### src/hdl/wbss_pkg.sv
// Shared types and constants for the wildcard byte signature scan unit.
// No dependencies; imported by the top level.
`timescale 1ns / 1ps

package wbss_pkg;

  // Fixed sizes of the pattern registers and result fields.
  localparam int PATTERN_SLOTS    = 16;
  localparam int MIN_BUFFER_BYTES = 16;
  localparam int CFG_DATA_W       = 64;
  localparam int CFG_INDEX_W      = 3;
  localparam int POS_W            = 25;
  localparam int TARGET_W         = 33;
  localparam int STATUS_W         = 2;

  // Configuration register indexes.
  localparam logic [CFG_INDEX_W-1:0] CFG_PATTERN_LOW  = 3'd0;
  localparam logic [CFG_INDEX_W-1:0] CFG_PATTERN_HIGH = 3'd1;
  localparam logic [CFG_INDEX_W-1:0] CFG_MASK         = 3'd2;
  localparam logic [CFG_INDEX_W-1:0] CFG_LENGTH       = 3'd3;
  localparam logic [CFG_INDEX_W-1:0] CFG_DISP_OFFSET  = 3'd4;
  localparam logic [CFG_INDEX_W-1:0] CFG_INSN_LENGTH  = 3'd5;
  localparam logic [CFG_INDEX_W-1:0] CFG_TARGET_MODE  = 3'd6;

  // Result status codes.
  localparam logic [STATUS_W-1:0] ST_FOUND     = 2'd0;
  localparam logic [STATUS_W-1:0] ST_NOT_FOUND = 2'd1;
  localparam logic [STATUS_W-1:0] ST_DISP_ERR  = 2'd2;

  // One result item.
  typedef struct packed {
    logic [STATUS_W-1:0]        status;
    logic [POS_W-1:0]           position;
    logic signed [TARGET_W-1:0] target;
  } result_t;

endpackage

### src/hdl/wildcard_byte_signature_scan_unit.sv
// Top level of the wildcard byte signature scan unit: window, compare,
// displacement resolve and a two-entry output stage. Depends on wbss_pkg.
// A result is registered in the output register, or in its skid entry, before the master side sees it.
// Throughput: one byte per cycle, with the window compare and resolve add done combinationally.
// The input stalls only when both the output register and its skid entry are full.
// Reset (synchronous, active high) clears the config registers, byte count, flags and output valid.
`timescale 1ns / 1ps

module wildcard_byte_signature_scan_unit
  import wbss_pkg::*;
#(
  parameter int WINDOW_BYTES   = 16,
  parameter int MAX_SCAN_BYTES = 33554432
) (
  input  logic                   clk,
  input  logic                   rst,
  // Configuration write port
  input  logic                   cfg_write,
  input  logic [CFG_INDEX_W-1:0] cfg_index,
  input  logic [CFG_DATA_W-1:0]  cfg_data,
  // Byte stream in
  input  logic                   s_axis_tvalid,
  output logic                   s_axis_tready,
  input  logic [7:0]             s_axis_tdata,   // [7:0] data_byte
  input  logic                   s_axis_tlast,   // last_byte
  // Result stream out
  output logic                   m_axis_tvalid,
  input  logic                   m_axis_tready,
  output logic [63:0]            m_axis_tdata,   // [24:0] match_position, [57:25] target_value
  output logic [STATUS_W-1:0]    m_axis_tuser    // [1:0] status
);

  localparam int IDX_W = $clog2(WINDOW_BYTES);
  localparam int CNT_W = $clog2(MAX_SCAN_BYTES + 1);
  localparam int PW    = $clog2(WINDOW_BYTES + PATTERN_SLOTS + 1) + 1;

  // Configuration registers
  logic [63:0] pattern_low;
  logic [63:0] pattern_high;
  logic [15:0] compare_mask;
  logic [4:0]  pattern_length;
  logic [3:0]  disp_offset;
  logic [7:0]  insn_length;
  logic        target_mode;

  always_ff @(posedge clk) begin
    if (rst) begin
      pattern_low    <= '0;
      pattern_high   <= '0;
      compare_mask   <= '0;
      pattern_length <= '0;
      disp_offset    <= '0;
      insn_length    <= '0;
      target_mode    <= 1'b0;
    end else if (cfg_write) begin
      case (cfg_index)
        CFG_PATTERN_LOW:  pattern_low    <= cfg_data;
        CFG_PATTERN_HIGH: pattern_high   <= cfg_data;
        CFG_MASK:         compare_mask   <= cfg_data[15:0];
        CFG_LENGTH:       pattern_length <= cfg_data[4:0];
        CFG_DISP_OFFSET:  disp_offset    <= cfg_data[3:0];
        CFG_INSN_LENGTH:  insn_length    <= cfg_data[7:0];
        CFG_TARGET_MODE:  target_mode    <= cfg_data[0];
        default: ;
      endcase
    end
  end

  // Buffer state
  logic [7:0]       window [WINDOW_BYTES];
  logic [CNT_W-1:0] byte_count;
  logic             match_reported;
  logic             pend_valid;
  result_t          pend;

  logic in_accept;
  assign in_accept = s_axis_tvalid && s_axis_tready;

  // Window after shifting in the new byte; oldest at index 0.
  logic [7:0]       window_next [WINDOW_BYTES];
  logic             below_limit;
  logic [CNT_W-1:0] byte_count_next;

  always_comb begin
    for (int i = 0; i < WINDOW_BYTES - 1; i++) begin
      window_next[i] = window[i + 1];
    end
    window_next[WINDOW_BYTES - 1] = s_axis_tdata;
  end

  assign below_limit     = byte_count < CNT_W'(MAX_SCAN_BYTES);
  assign byte_count_next = byte_count + CNT_W'(1);

  // Pattern compare over the newest pattern_length bytes.
  logic [PW-1:0] base;
  logic [15:0]   byte_ok;
  logic          length_ok;
  logic          pattern_hit;
  logic [127:0]  pattern_all;
  logic [PW-1:0] idx;

  assign pattern_all = {pattern_high, pattern_low};
  assign base        = PW'(WINDOW_BYTES) - PW'(pattern_length);
  assign length_ok   = (pattern_length != 5'd0)
                    && (PW'(pattern_length) <= PW'(PATTERN_SLOTS))
                    && (PW'(pattern_length) <= PW'(WINDOW_BYTES))
                    && (byte_count_next >= CNT_W'(pattern_length));

  always_comb begin
    for (int j = 0; j < PATTERN_SLOTS; j++) begin
      idx = base + PW'(j);
      // Unused slots and wildcard slots always pass.
      byte_ok[j] = (PW'(j) >= PW'(pattern_length)) || !compare_mask[j]
                || (window_next[idx[IDX_W-1:0]] == pattern_all[8*j +: 8]);
    end
  end

  assign pattern_hit = length_ok && (&byte_ok);

  // Displacement gather and target resolve.
  logic [31:0]         disp;
  logic [PW-1:0]       didx;
  logic                disp_outside;
  logic [CNT_W-1:0]    match_pos;
  logic [TARGET_W-1:0] pos_ext;
  result_t             fresh;

  always_comb begin
    for (int k = 0; k < 4; k++) begin
      didx = base + PW'(disp_offset) + PW'(k);
      disp[8*k +: 8] = window_next[didx[IDX_W-1:0]];
    end
  end

  assign disp_outside = (6'(disp_offset) + 6'd4) > 6'(pattern_length);
  assign match_pos    = byte_count_next - CNT_W'(pattern_length);
  assign pos_ext      = TARGET_W'(match_pos);

  always_comb begin
    fresh.position = pos_ext[POS_W-1:0];
    if (disp_outside) begin
      fresh.status = ST_DISP_ERR;
      fresh.target = '0;
    end else begin
      fresh.status = ST_FOUND;
      if (target_mode) begin
        fresh.target = {1'b0, disp};
      end else begin
        fresh.target = pos_ext + TARGET_W'(insn_length) + {disp[31], disp};
      end
    end
  end

  // Report decision for the accepted byte.
  logic    emit_match;
  logic    push;
  result_t push_item;

  assign emit_match = below_limit && !match_reported && (pend_valid || pattern_hit)
                   && (byte_count_next >= CNT_W'(MIN_BUFFER_BYTES));
  assign push       = in_accept && (emit_match || (s_axis_tlast && !match_reported));

  always_comb begin
    if (emit_match) begin
      push_item = pend_valid ? pend : fresh;
    end else begin
      push_item.status   = ST_NOT_FOUND;
      push_item.position = '0;
      push_item.target   = '0;
    end
  end

  // Window shift (contents need no reset: only bytes of the current buffer are read).
  always_ff @(posedge clk) begin
    if (in_accept && below_limit) begin
      for (int i = 0; i < WINDOW_BYTES; i++) begin
        window[i] <= window_next[i];
      end
    end
  end

  // Buffer control state.
  always_ff @(posedge clk) begin
    if (rst) begin
      byte_count     <= '0;
      match_reported <= 1'b0;
      pend_valid     <= 1'b0;
    end else if (in_accept) begin
      if (s_axis_tlast) begin
        byte_count     <= '0;
        match_reported <= 1'b0;
        pend_valid     <= 1'b0;
      end else if (below_limit) begin
        byte_count <= byte_count_next;
        if (emit_match) begin
          match_reported <= 1'b1;
        end
        if (!match_reported && !pend_valid && pattern_hit) begin
          pend_valid <= 1'b1;
        end
      end
    end
  end

  // Pending match held until the buffer reaches its minimum length.
  always_ff @(posedge clk) begin
    if (in_accept && below_limit && !match_reported && !pend_valid && pattern_hit) begin
      pend <= fresh;
    end
  end

  // Output register with one skid entry behind it.
  result_t out_item;
  result_t skid_item;
  logic    skid_valid;
  logic    pop;

  assign pop           = m_axis_tvalid && m_axis_tready;
  assign s_axis_tready = !skid_valid;

  always_ff @(posedge clk) begin
    if (rst) begin
      m_axis_tvalid <= 1'b0;
      skid_valid    <= 1'b0;
    end else if (!m_axis_tvalid) begin
      if (push) begin
        m_axis_tvalid <= 1'b1;
      end
    end else if (pop) begin
      if (skid_valid) begin
        skid_valid <= 1'b0;
      end else if (!push) begin
        m_axis_tvalid <= 1'b0;
      end
    end else if (push) begin
      skid_valid <= 1'b1;
    end
  end

  always_ff @(posedge clk) begin
    if (!m_axis_tvalid || pop) begin
      if (m_axis_tvalid && skid_valid) begin
        out_item <= skid_item;
      end else if (push) begin
        out_item <= push_item;
      end
    end else if (push) begin
      skid_item <= push_item;
    end
  end

  assign m_axis_tdata = {6'd0, out_item.target, out_item.position};
  assign m_axis_tuser = out_item.status;

  // Checks on the internal control.
  a_skid_behind_output: assert property (@(posedge clk) disable iff (rst)
    skid_valid |-> m_axis_tvalid)
    else $error("skid entry holds an item while the output register is empty");

  a_last_clears: assert property (@(posedge clk) disable iff (rst)
    (in_accept && s_axis_tlast) |=> (byte_count == '0) && !match_reported && !pend_valid)
    else $error("buffer state not cleared after the last byte");

  a_not_found_on_last: assert property (@(posedge clk) disable iff (rst)
    (push && (push_item.status == ST_NOT_FOUND)) |-> s_axis_tlast)
    else $error("not-found result raised before the end of the buffer");

  a_count_limit: assert property (@(posedge clk) disable iff (rst)
    byte_count <= CNT_W'(MAX_SCAN_BYTES))
    else $error("byte count beyond the scan limit");

  a_single_report: assert property (@(posedge clk) disable iff (rst)
    (in_accept && match_reported && !s_axis_tlast) |-> !push)
    else $error("second result raised for one buffer");

endmodule
### config.mk
export PLATFORM = sky130hd
export DESIGN_NAME = wildcard_byte_signature_scan_unit
export DESIGN_NICKNAME = d
export VERILOG_FILES = /design/src/hdl/wbss_pkg.sv /design/src/hdl/wildcard_byte_signature_scan_unit.sv
export SDC_FILE = /design/constraint.sdc
export NUM_CORES = 2
export LEC_CHECK = 0
export BUFFER_PORTS_ARGS = -buffer_cell sky130_fd_sc_hd__buf_2
export CELL_PAD_IN_SITES_DETAIL_PLACEMENT = 1
export CELL_PAD_IN_SITES_GLOBAL_PLACEMENT = 1
export CORE_MARGIN = 5
export CORE_UTILIZATION = 54
export CTS_CLUSTER_DIAMETER = 80
export DETAILED_ROUTE_END_ITERATION = 8
export PLACE_DENSITY_LB_ADDON = 0.08
export SETUP_SLACK_MARGIN = 0.3
export SLEW_MARGIN = 30
export SYNTH_ARGS = -nofsm -noshare
export SYNTH_HDL_FRONTEND = slang
export SYNTH_SLANG_ARGS = --single-unit
### constraint.sdc
create_clock -name clk -period 25.3 [get_ports clk]
set_input_delay 0 -clock clk [delete_from_list [all_inputs] [get_ports clk]]
set_output_delay 0 -clock clk [all_outputs]
set_load 0.005 [all_outputs]
# Word level (Yosys, flattened, before mapping)
# Memories as Yosys holds them, arrays and structs flattened.
# Cells that the tools add are included.
# word_totals
input_bits,81
output_inout_bits,68
wordCells,308
memories,1
mem_bits_rw,128
register_bits,372
# mem_list
memory,words,width,read_ports,rd_ports_with_merged_regs,write_ports,line_no,text
window,16,8,15,0,16,wildcard_byte_signature_scan_unit.sv:70,logic [7:0] window [WINDOW_BYTES];
# classes
add_sub_neg,25
bitwise_logic,21
muxes,83
n_lt_le_gt_ge,41
eq_ne,22
reduce_logical,94
# ops
op,count
$bmux W8 S4,20
$mux W8,40
$mux W60,4
$eq A8 B8 Y1,16
$ge A5 B5 Y1 const B,20
$not A4 Y5,20
$mux W33,2
$mux W26,2
$ge A4 B5 Y1 const A,8
$logic_or A1 B1 Y1,35
$add A28 B32 Y33,1
$add A4 B4 Y4 const B,8
$add A26 B8 Y27,1
$add A26 B1 Y26 const B,1
$ge A26 B5 Y1,1
$ge A26 B5 Y1 const B,1
$lt A26 B26 Y1 const B,1
$sub A26 B5 Y26,1
$reduce_and A2 Y1,11
$ge A3 B5 Y1 const A,4
$logic_not A1 Y1,20
$logic_and A1 B1 Y1,18
$add A4 B2 Y4 const B,4
$add A4 B3 Y4 const B,4
19 further kinds,43

# Longest topological paths before layout
# logic_depth
ltp_word,19
depth_mapped,33
mapped_depth_nobuf,31

# Least setup slack after synthesis
# No wires, ideal clock.
# synth_timing
kind,register to register
startpoint,register pattern_length[0]
endpoint,"register pend[0] (netlist bit), enable pin"
period_less_slack_ns,12.196
setup_time_ns,0.623
slack_ns,13.104
t_arrival_ns,11.573
path_buffers,11
stages_incl_launch_ff,25
required_time_ns,24.677
cell_sequence,dfxtp_1 -> buf_2 -> inv_2 -> buf_2 -> buf_1 -> clkbuf_1 -> ha_1 -> buf_4 -> buf_4 -> buf_4 -> buf_2 -> buf_2 -> inv_1 -> ha_1 -> or4_1 -> o211ai_1 -> xnor2_1 -> buf_2 -> buf_2 -> mux4_2 -> xnor2_1 -> nand3_1 -> a311oi_1 -> and4b_1 -> nor4bb_1
# synth_between
elab_chain_len,11
elab_cells_between_ends,153
classes_between,16 x add/sub; 18 x order compare; 16 x eq/ne; 48 x mux; 16 x bitwise; 39 x reduce/logical
# synth_rtl
item,line_no,text
from (decl),wildcard_byte_signature_scan_unit.sv:41,logic [4:0] pattern_length;
from (signal assigned),wildcard_byte_signature_scan_unit.sv:60,CFG_LENGTH: pattern_length <= cfg_data[4:0];
$sub A1 B4 Y4,wildcard_byte_signature_scan_unit.sv:103,assign base = PW'(WINDOW_BYTES) - PW'(pattern_length);
$add A4 B2 Y4 (tied with other cells),wildcard_byte_signature_scan_unit.sv:111,idx = base + PW'(j);
$not A4 Y5 (not written as such),wildcard_byte_signature_scan_unit.sv:114,|| (window_next[idx[IDX_W-1:0]] == pattern_all[8*j +: 8]);
$bmux W8 S4,wildcard_byte_signature_scan_unit.sv:114,
$mux W8 (not written as such) (2 in a row),wildcard_byte_signature_scan_unit.sv:114,
$eq A8 B8 Y1,wildcard_byte_signature_scan_unit.sv:114,
$logic_or A1 B1 Y1,wildcard_byte_signature_scan_unit.sv:114,
$reduce_and A16 Y1,wildcard_byte_signature_scan_unit.sv:118,assign pattern_hit = length_ok && (&byte_ok);
$logic_and A1 B1 Y1 (*),wildcard_byte_signature_scan_unit.sv:118,
$logic_and A1 B1 Y1 (*),wildcard_byte_signature_scan_unit.sv:207,if (in_accept && below_limit && !match_reported && !pend_valid && pattern_hit) begin
to (signal assigned),wildcard_byte_signature_scan_unit.sv:208,pend <= fresh;
to (decl),wildcard_byte_signature_scan_unit.sv:74,result_t pend;
# Mark *: on every way between the ends. The rest lies on a longest branch, timed or not. The select of a mux whose other input is x is not followed.
# A chain may end at the register's enable or synchronous reset.

# Worst setup path after layout
# layout_timing
startpoint,register pattern_length[0]
endpoint,"register out_item, in the netlist m_axis_tdata[53] (data pin)"
# layout_between
elab_chain_len,16
elab_cells_between_ends,185
classes_between,23 x add/sub; 19 x order compare; 16 x eq/ne; 66 x mux; 20 x bitwise; 41 x reduce/logical
# layout_rtl
item,line_no,text
branches (longest 13 deep; another with $add A28 B32 Y33),n/a,
$mux W60 (*),wildcard_byte_signature_scan_unit.sv:164,if (emit_match) begin
$mux W60 (*),wildcard_byte_signature_scan_unit.sv:244,end else if (push) begin
$mux W60 (*),wildcard_byte_signature_scan_unit.sv:242,if (m_axis_tvalid && skid_valid) begin
to (signal assigned),wildcard_byte_signature_scan_unit.sv:243,out_item <= skid_item;
to (signal assigned),wildcard_byte_signature_scan_unit.sv:245,out_item <= push_item;
to (decl),wildcard_byte_signature_scan_unit.sv:213,result_t out_item;
# Mark *: on every way between the ends. The select of a mux whose other input is x is not followed.

==> run summary <==
The fraction of synthesis flops using an asynchronous set or reset pin is 0, and the number of detailed-routing iterations run before antenna repair is 6. For the internal power, the log shows 1.61 mW. The normalized max-slew margin was 0.259. Including well taps, the total number of placed cells is 4147. The tools report the number of cells produced by synthesis as 3337. The count of cells in the finished layout, fillers not included, comes to 4338. The logs give 0 for the yosys synthesis warning count and 0 for the number of pins with negative max-slew slack in the final report. The analysis attributes to net switching a power of 783 uW. The origin of the worst min-delay path was cfg_data[15]. The power density over cell area works out to 61.7 nW/um2. The clock reaches the later pin of the worst-skew pair after 670 ps. Summing over every cut layer, the via total after detailed routing is 29.0k. The logs give 491 for the number of sinks on the clock net and 2 for the number of antenna violations at the first check in global routing. In the routed layout, each cell is associated on average with a via count of 6.70. The area growth from synthesis to layout is 11.9%. The die extent in y was 263 um; the worst setup skew after layout was 59.4 ps. The floorplan has 92 rows. The run gives 0.385 as the sequential fraction of design power.

TritonCTS built the clock tree. The wire length per cell after detailed routing is 29.3 um, and the number of top-level pins is 149. The number of instances on the worst hold path was 4.

For this run, design rule violations remaining after detail routing come to 0. The die covers 69300 um2. The H-tree generated during clock tree synthesis spans 2 levels.

For hold timing, the worst endpoint is compare_mask[15]. The routed wire length was 127000 um; the via count of the first global-routing pass was 30.2k. For the worst setup path, the data required time is 25690 ps. For the area of the core, the log shows 63300 um2. The post-synthesis average cell area came out at 10.4 um2. The worst hold path belongs to the class primary input to flip-flop.

The type of element launching the critical path is a flip-flop. Buffers inserted during clock tree synthesis total 55. The tools report the endpoint of the most critical register-to-register path as m_axis_tdata[53]. The fraction of final layout cells with drive strength greater than 1 works out to 0.187. The number of DRC violations after detailed-routing iteration 0 is 2764, and the maximum vdd drop is 0.0746 mV. The total overflow left after global routing is 0.

The part of the cycle the worst path needs came out at 0.329. The post-synthesis register bit count is 491. Setup repair after global routing left no endpoint under its margin. The worst register-to-register path has a setup slack of 16980 ps.

Measured along the x axis, the die boundary spans 263 um. The tools report the setup TNS as 0 ps. For the maximum number of pins on one net before global-route repair, the log shows 126. The tree is rooted in a sky130_fd_sc_hd__clkbuf_16. The logs give 0.547 for the starting density of the core and 120 MHz for the maximum clock frequency.

In the synthesized netlist the dominant register cell turns out to be sky130_fd_sc_hd__edfxtp_1. For the worst hold-check slack, the log shows 145 ps. The clock passes through at most 3 buffers. STA classifies the critical path endpoint as a flip-flop. The sequential fraction of the synthesis area was 0.370; the share of total power consumed by net switching was 0.327.

Buffers placed on the I/O ports in this run total 142. The post-route minimum period was 8320 ps. The logs give 2.39 mW for the power consumption and 14.2 nW for the leakage dissipation.

The number of enable-type register cells in the synthesized netlist is 299. The clock transition at the register clock pins on the worst setup and hold paths after CTS was 70 ps. Across the run, the number of max-cap violations was 0.

Setup violations remaining at the end of the flow were counted as 0. The global routing usage summed across all routing layers is 0.355, and the number of distinct library cells after synthesis is 82. Data arrives at the worst endpoint at 8710 ps. At the pin with the least slew margin, the transition time is 1110 ps. The flow ran to the end, and the final reports show no timing, DRC or antenna violations. Detailed placement finished with a half-perimeter wire length of 91700 um. For the share of power burned in combinational logic, the log shows 0.266. At the end of routability-driven placement, the weighted congestion stood at 1.00. The count of final hold-check violations is 0, and the peak fanout along the critical path is 43.

The final antenna-violating net count is 0, and the global-route wire length before repair is 191000 um. Measured in cells, the most critical reg-to-reg path has a length of 22. The critical path class was flip-flop to flip-flop. Summing every instance area after synthesis gives 34600 um2.

Portion of total power attributed to the clock network: 0.349. Startpoint of the worst-slack reg-to-reg timing path: pattern_length[0]. The net count of the finished layout is 3593.
-- power by group through the flow --
stage	registers, mW	clock network (mW)	logic (mW)
finish	0.921	0.834	0.635
global route	0.921	0.879	0.674
CTS	0.918	0.837	0.624
detailed placement	0.935	0	0.607
global placement	0.932	0	0.585
floorplan	0.918	0	0.426
-- layout by cell type (no fill, tap or decap), types with 55 or more instances in the layout --
cell / synthesis / final
sky130_fd_sc_hd__dlygate4sd3_1: 0 / 85
sky130_fd_sc_hd__a21oi_1: 293 / 292
sky130_fd_sc_hd__mux2i_1: 272 / 272
sky130_fd_sc_hd__nor3_1: 56 / 55
sky130_fd_sc_hd__xnor2_1: 133 / 130
sky130_fd_sc_hd__mux4_2: 242 / 242
sky130_fd_sc_hd__mux2_2: 78 / 78
sky130_fd_sc_hd__clkbuf_16: 0 / 57
sky130_fd_sc_hd__dfxtp_1: 192 / 189
sky130_fd_sc_hd__o31ai_1: 65 / 65
sky130_fd_sc_hd__o21ai_0: 80 / 80
sky130_fd_sc_hd__nand2_1: 517 / 516
sky130_fd_sc_hd__nor2_1: 227 / 224
sky130_fd_sc_hd__buf_2: 33 / 141
sky130_fd_sc_hd__ha_1: 65 / 62
sky130_fd_sc_hd__edfxtp_1: 299 / 299
sky130_fd_sc_hd__xor2_1: 119 / 119
-- cell families after synthesis --
logic type      share of synthesized area
simple gates                        0.127
compound gates                      0.110
mux                                 0.261
flops                               0.370
buf+inv                            0.0351
xor+xnor                           0.0695
fa+ha+maj                          0.0258
other cells                      0.000108
-- worst max-delay path, stage by stage (launching register included) --
cell and delay, ps:
sky130_fd_sc_hd__dfxtp_4 680, sky130_fd_sc_hd__inv_4 360, sky130_fd_sc_hd__ha_4 720, sky130_fd_sc_hd__fa_2 540
sky130_fd_sc_hd__buf_4 340, sky130_fd_sc_hd__ha_1 400, sky130_fd_sc_hd__buf_4 470, sky130_fd_sc_hd__mux4_2 580
sky130_fd_sc_hd__nor2b_1 150, sky130_fd_sc_hd__a211oi_1 230, sky130_fd_sc_hd__a21oi_1 140, sky130_fd_sc_hd__ha_1 390
sky130_fd_sc_hd__a21oi_1 190, sky130_fd_sc_hd__o21ai_0 180, sky130_fd_sc_hd__a221o_1 420, sky130_fd_sc_hd__o211a_1 250
sky130_fd_sc_hd__o31a_1 300, sky130_fd_sc_hd__o21ai_0 280, sky130_fd_sc_hd__a211oi_1 150, sky130_fd_sc_hd__xnor2_1 610
sky130_fd_sc_hd__nor3_1 120, sky130_fd_sc_hd__a22oi_1 300, sky130_fd_sc_hd__o31ai_1 100
-- cells in the mapped netlist (all sizes together) (28+ instances only) --
cell type / instances / area share
nand2: 517 / 0.056
edfxtp: 299 / 0.26
a21oi: 294 / 0.043
mux2i: 272 / 0.079
mux4: 242 / 0.16
nor2: 227 / 0.025
dfxtp: 192 / 0.11
clkbuf: 150 / 0.016
xnor2: 143 / 0.039
xor2: 119 / 0.030
o21ai: 84 / 0.012
buf: 83 / 0.013
mux2: 78 / 0.025
o31ai: 73 / 0.017
ha: 65 / 0.023
nor3: 57 / 0.0086
inv: 52 / 0.0057
nor2b: 47 / 0.0085
nand3: 46 / 0.0067
a211oi: 30 / 0.0065
nand4: 28 / 0.0051
-- state kept, by name (all words and copies together) (netlist names), 2 cells and up --
name,flops
compare_mask,16
skid_item,60
pattern_low,64
m_axis_tdata,58
window,120
pend,59
insn_length,8
pattern_length,5
disp_offset,4
m_axis_tuser,2
byte_count,26
pattern_high,64
-- cell type report --
cell class / instances / area (um2)
fillers: 6753 / 24600
diodes: 2 / 5.00
inverters: 53 / 204
repair buffers: 277 / 1970
clock inverters: 36 / 357
flip-flops and latches: 491 / 12800
well taps: 846 / 1060
clock buffers: 68 / 1510
multi-input cells: 2565 / 20800
-- what timing repair did --
action,4_1_cts,5_1_grt
gates resized for setup,0,0
endpoints found under the hold margin,200,0
buffers inserted,0,0
hold buffers,85,0
-- worst max path at each step --
stage,endpoint,slack [ps],start,cells after the start
6_report,m_axis_tdata[53],16980,pattern_length[0],22
5_1_grt,m_axis_tdata[52],16630,pattern_length[0],21
4_1_cts,m_axis_tdata[53],17060,pattern_length[1],22
3_5_place_dp,m_axis_tdata[52],17160,pattern_length[1],21
3_3_place_gp,skid_item[20],17010,pattern_length[0],17
2_1_floorplan,pend[0],13100,pattern_length[0],24
-- metal layers --
metal,share of wire,up-vias,GRT usage
met3,0.065,413,0.0551
li1,-,12594,-
met2,0.51,1383,0.633
met1,0.36,14658,0.417
met5,0,-,0
met4,0.066,0,0.179
-- per-stage QoR --
stage | setup slack [ps] | area, um2 | util
after floorplan | 13100 | 34600 | -
after global placement | 17010 | 35900 | 0.568
after detailed placement | 17160 | 36000 | 0.568
after CTS | 17060 | 38700 | 0.611
after global routing | 16630 | 38700 | 0.612
final | 16980 | 38700 | 0.612
Power figures use the tool's default switching activity.
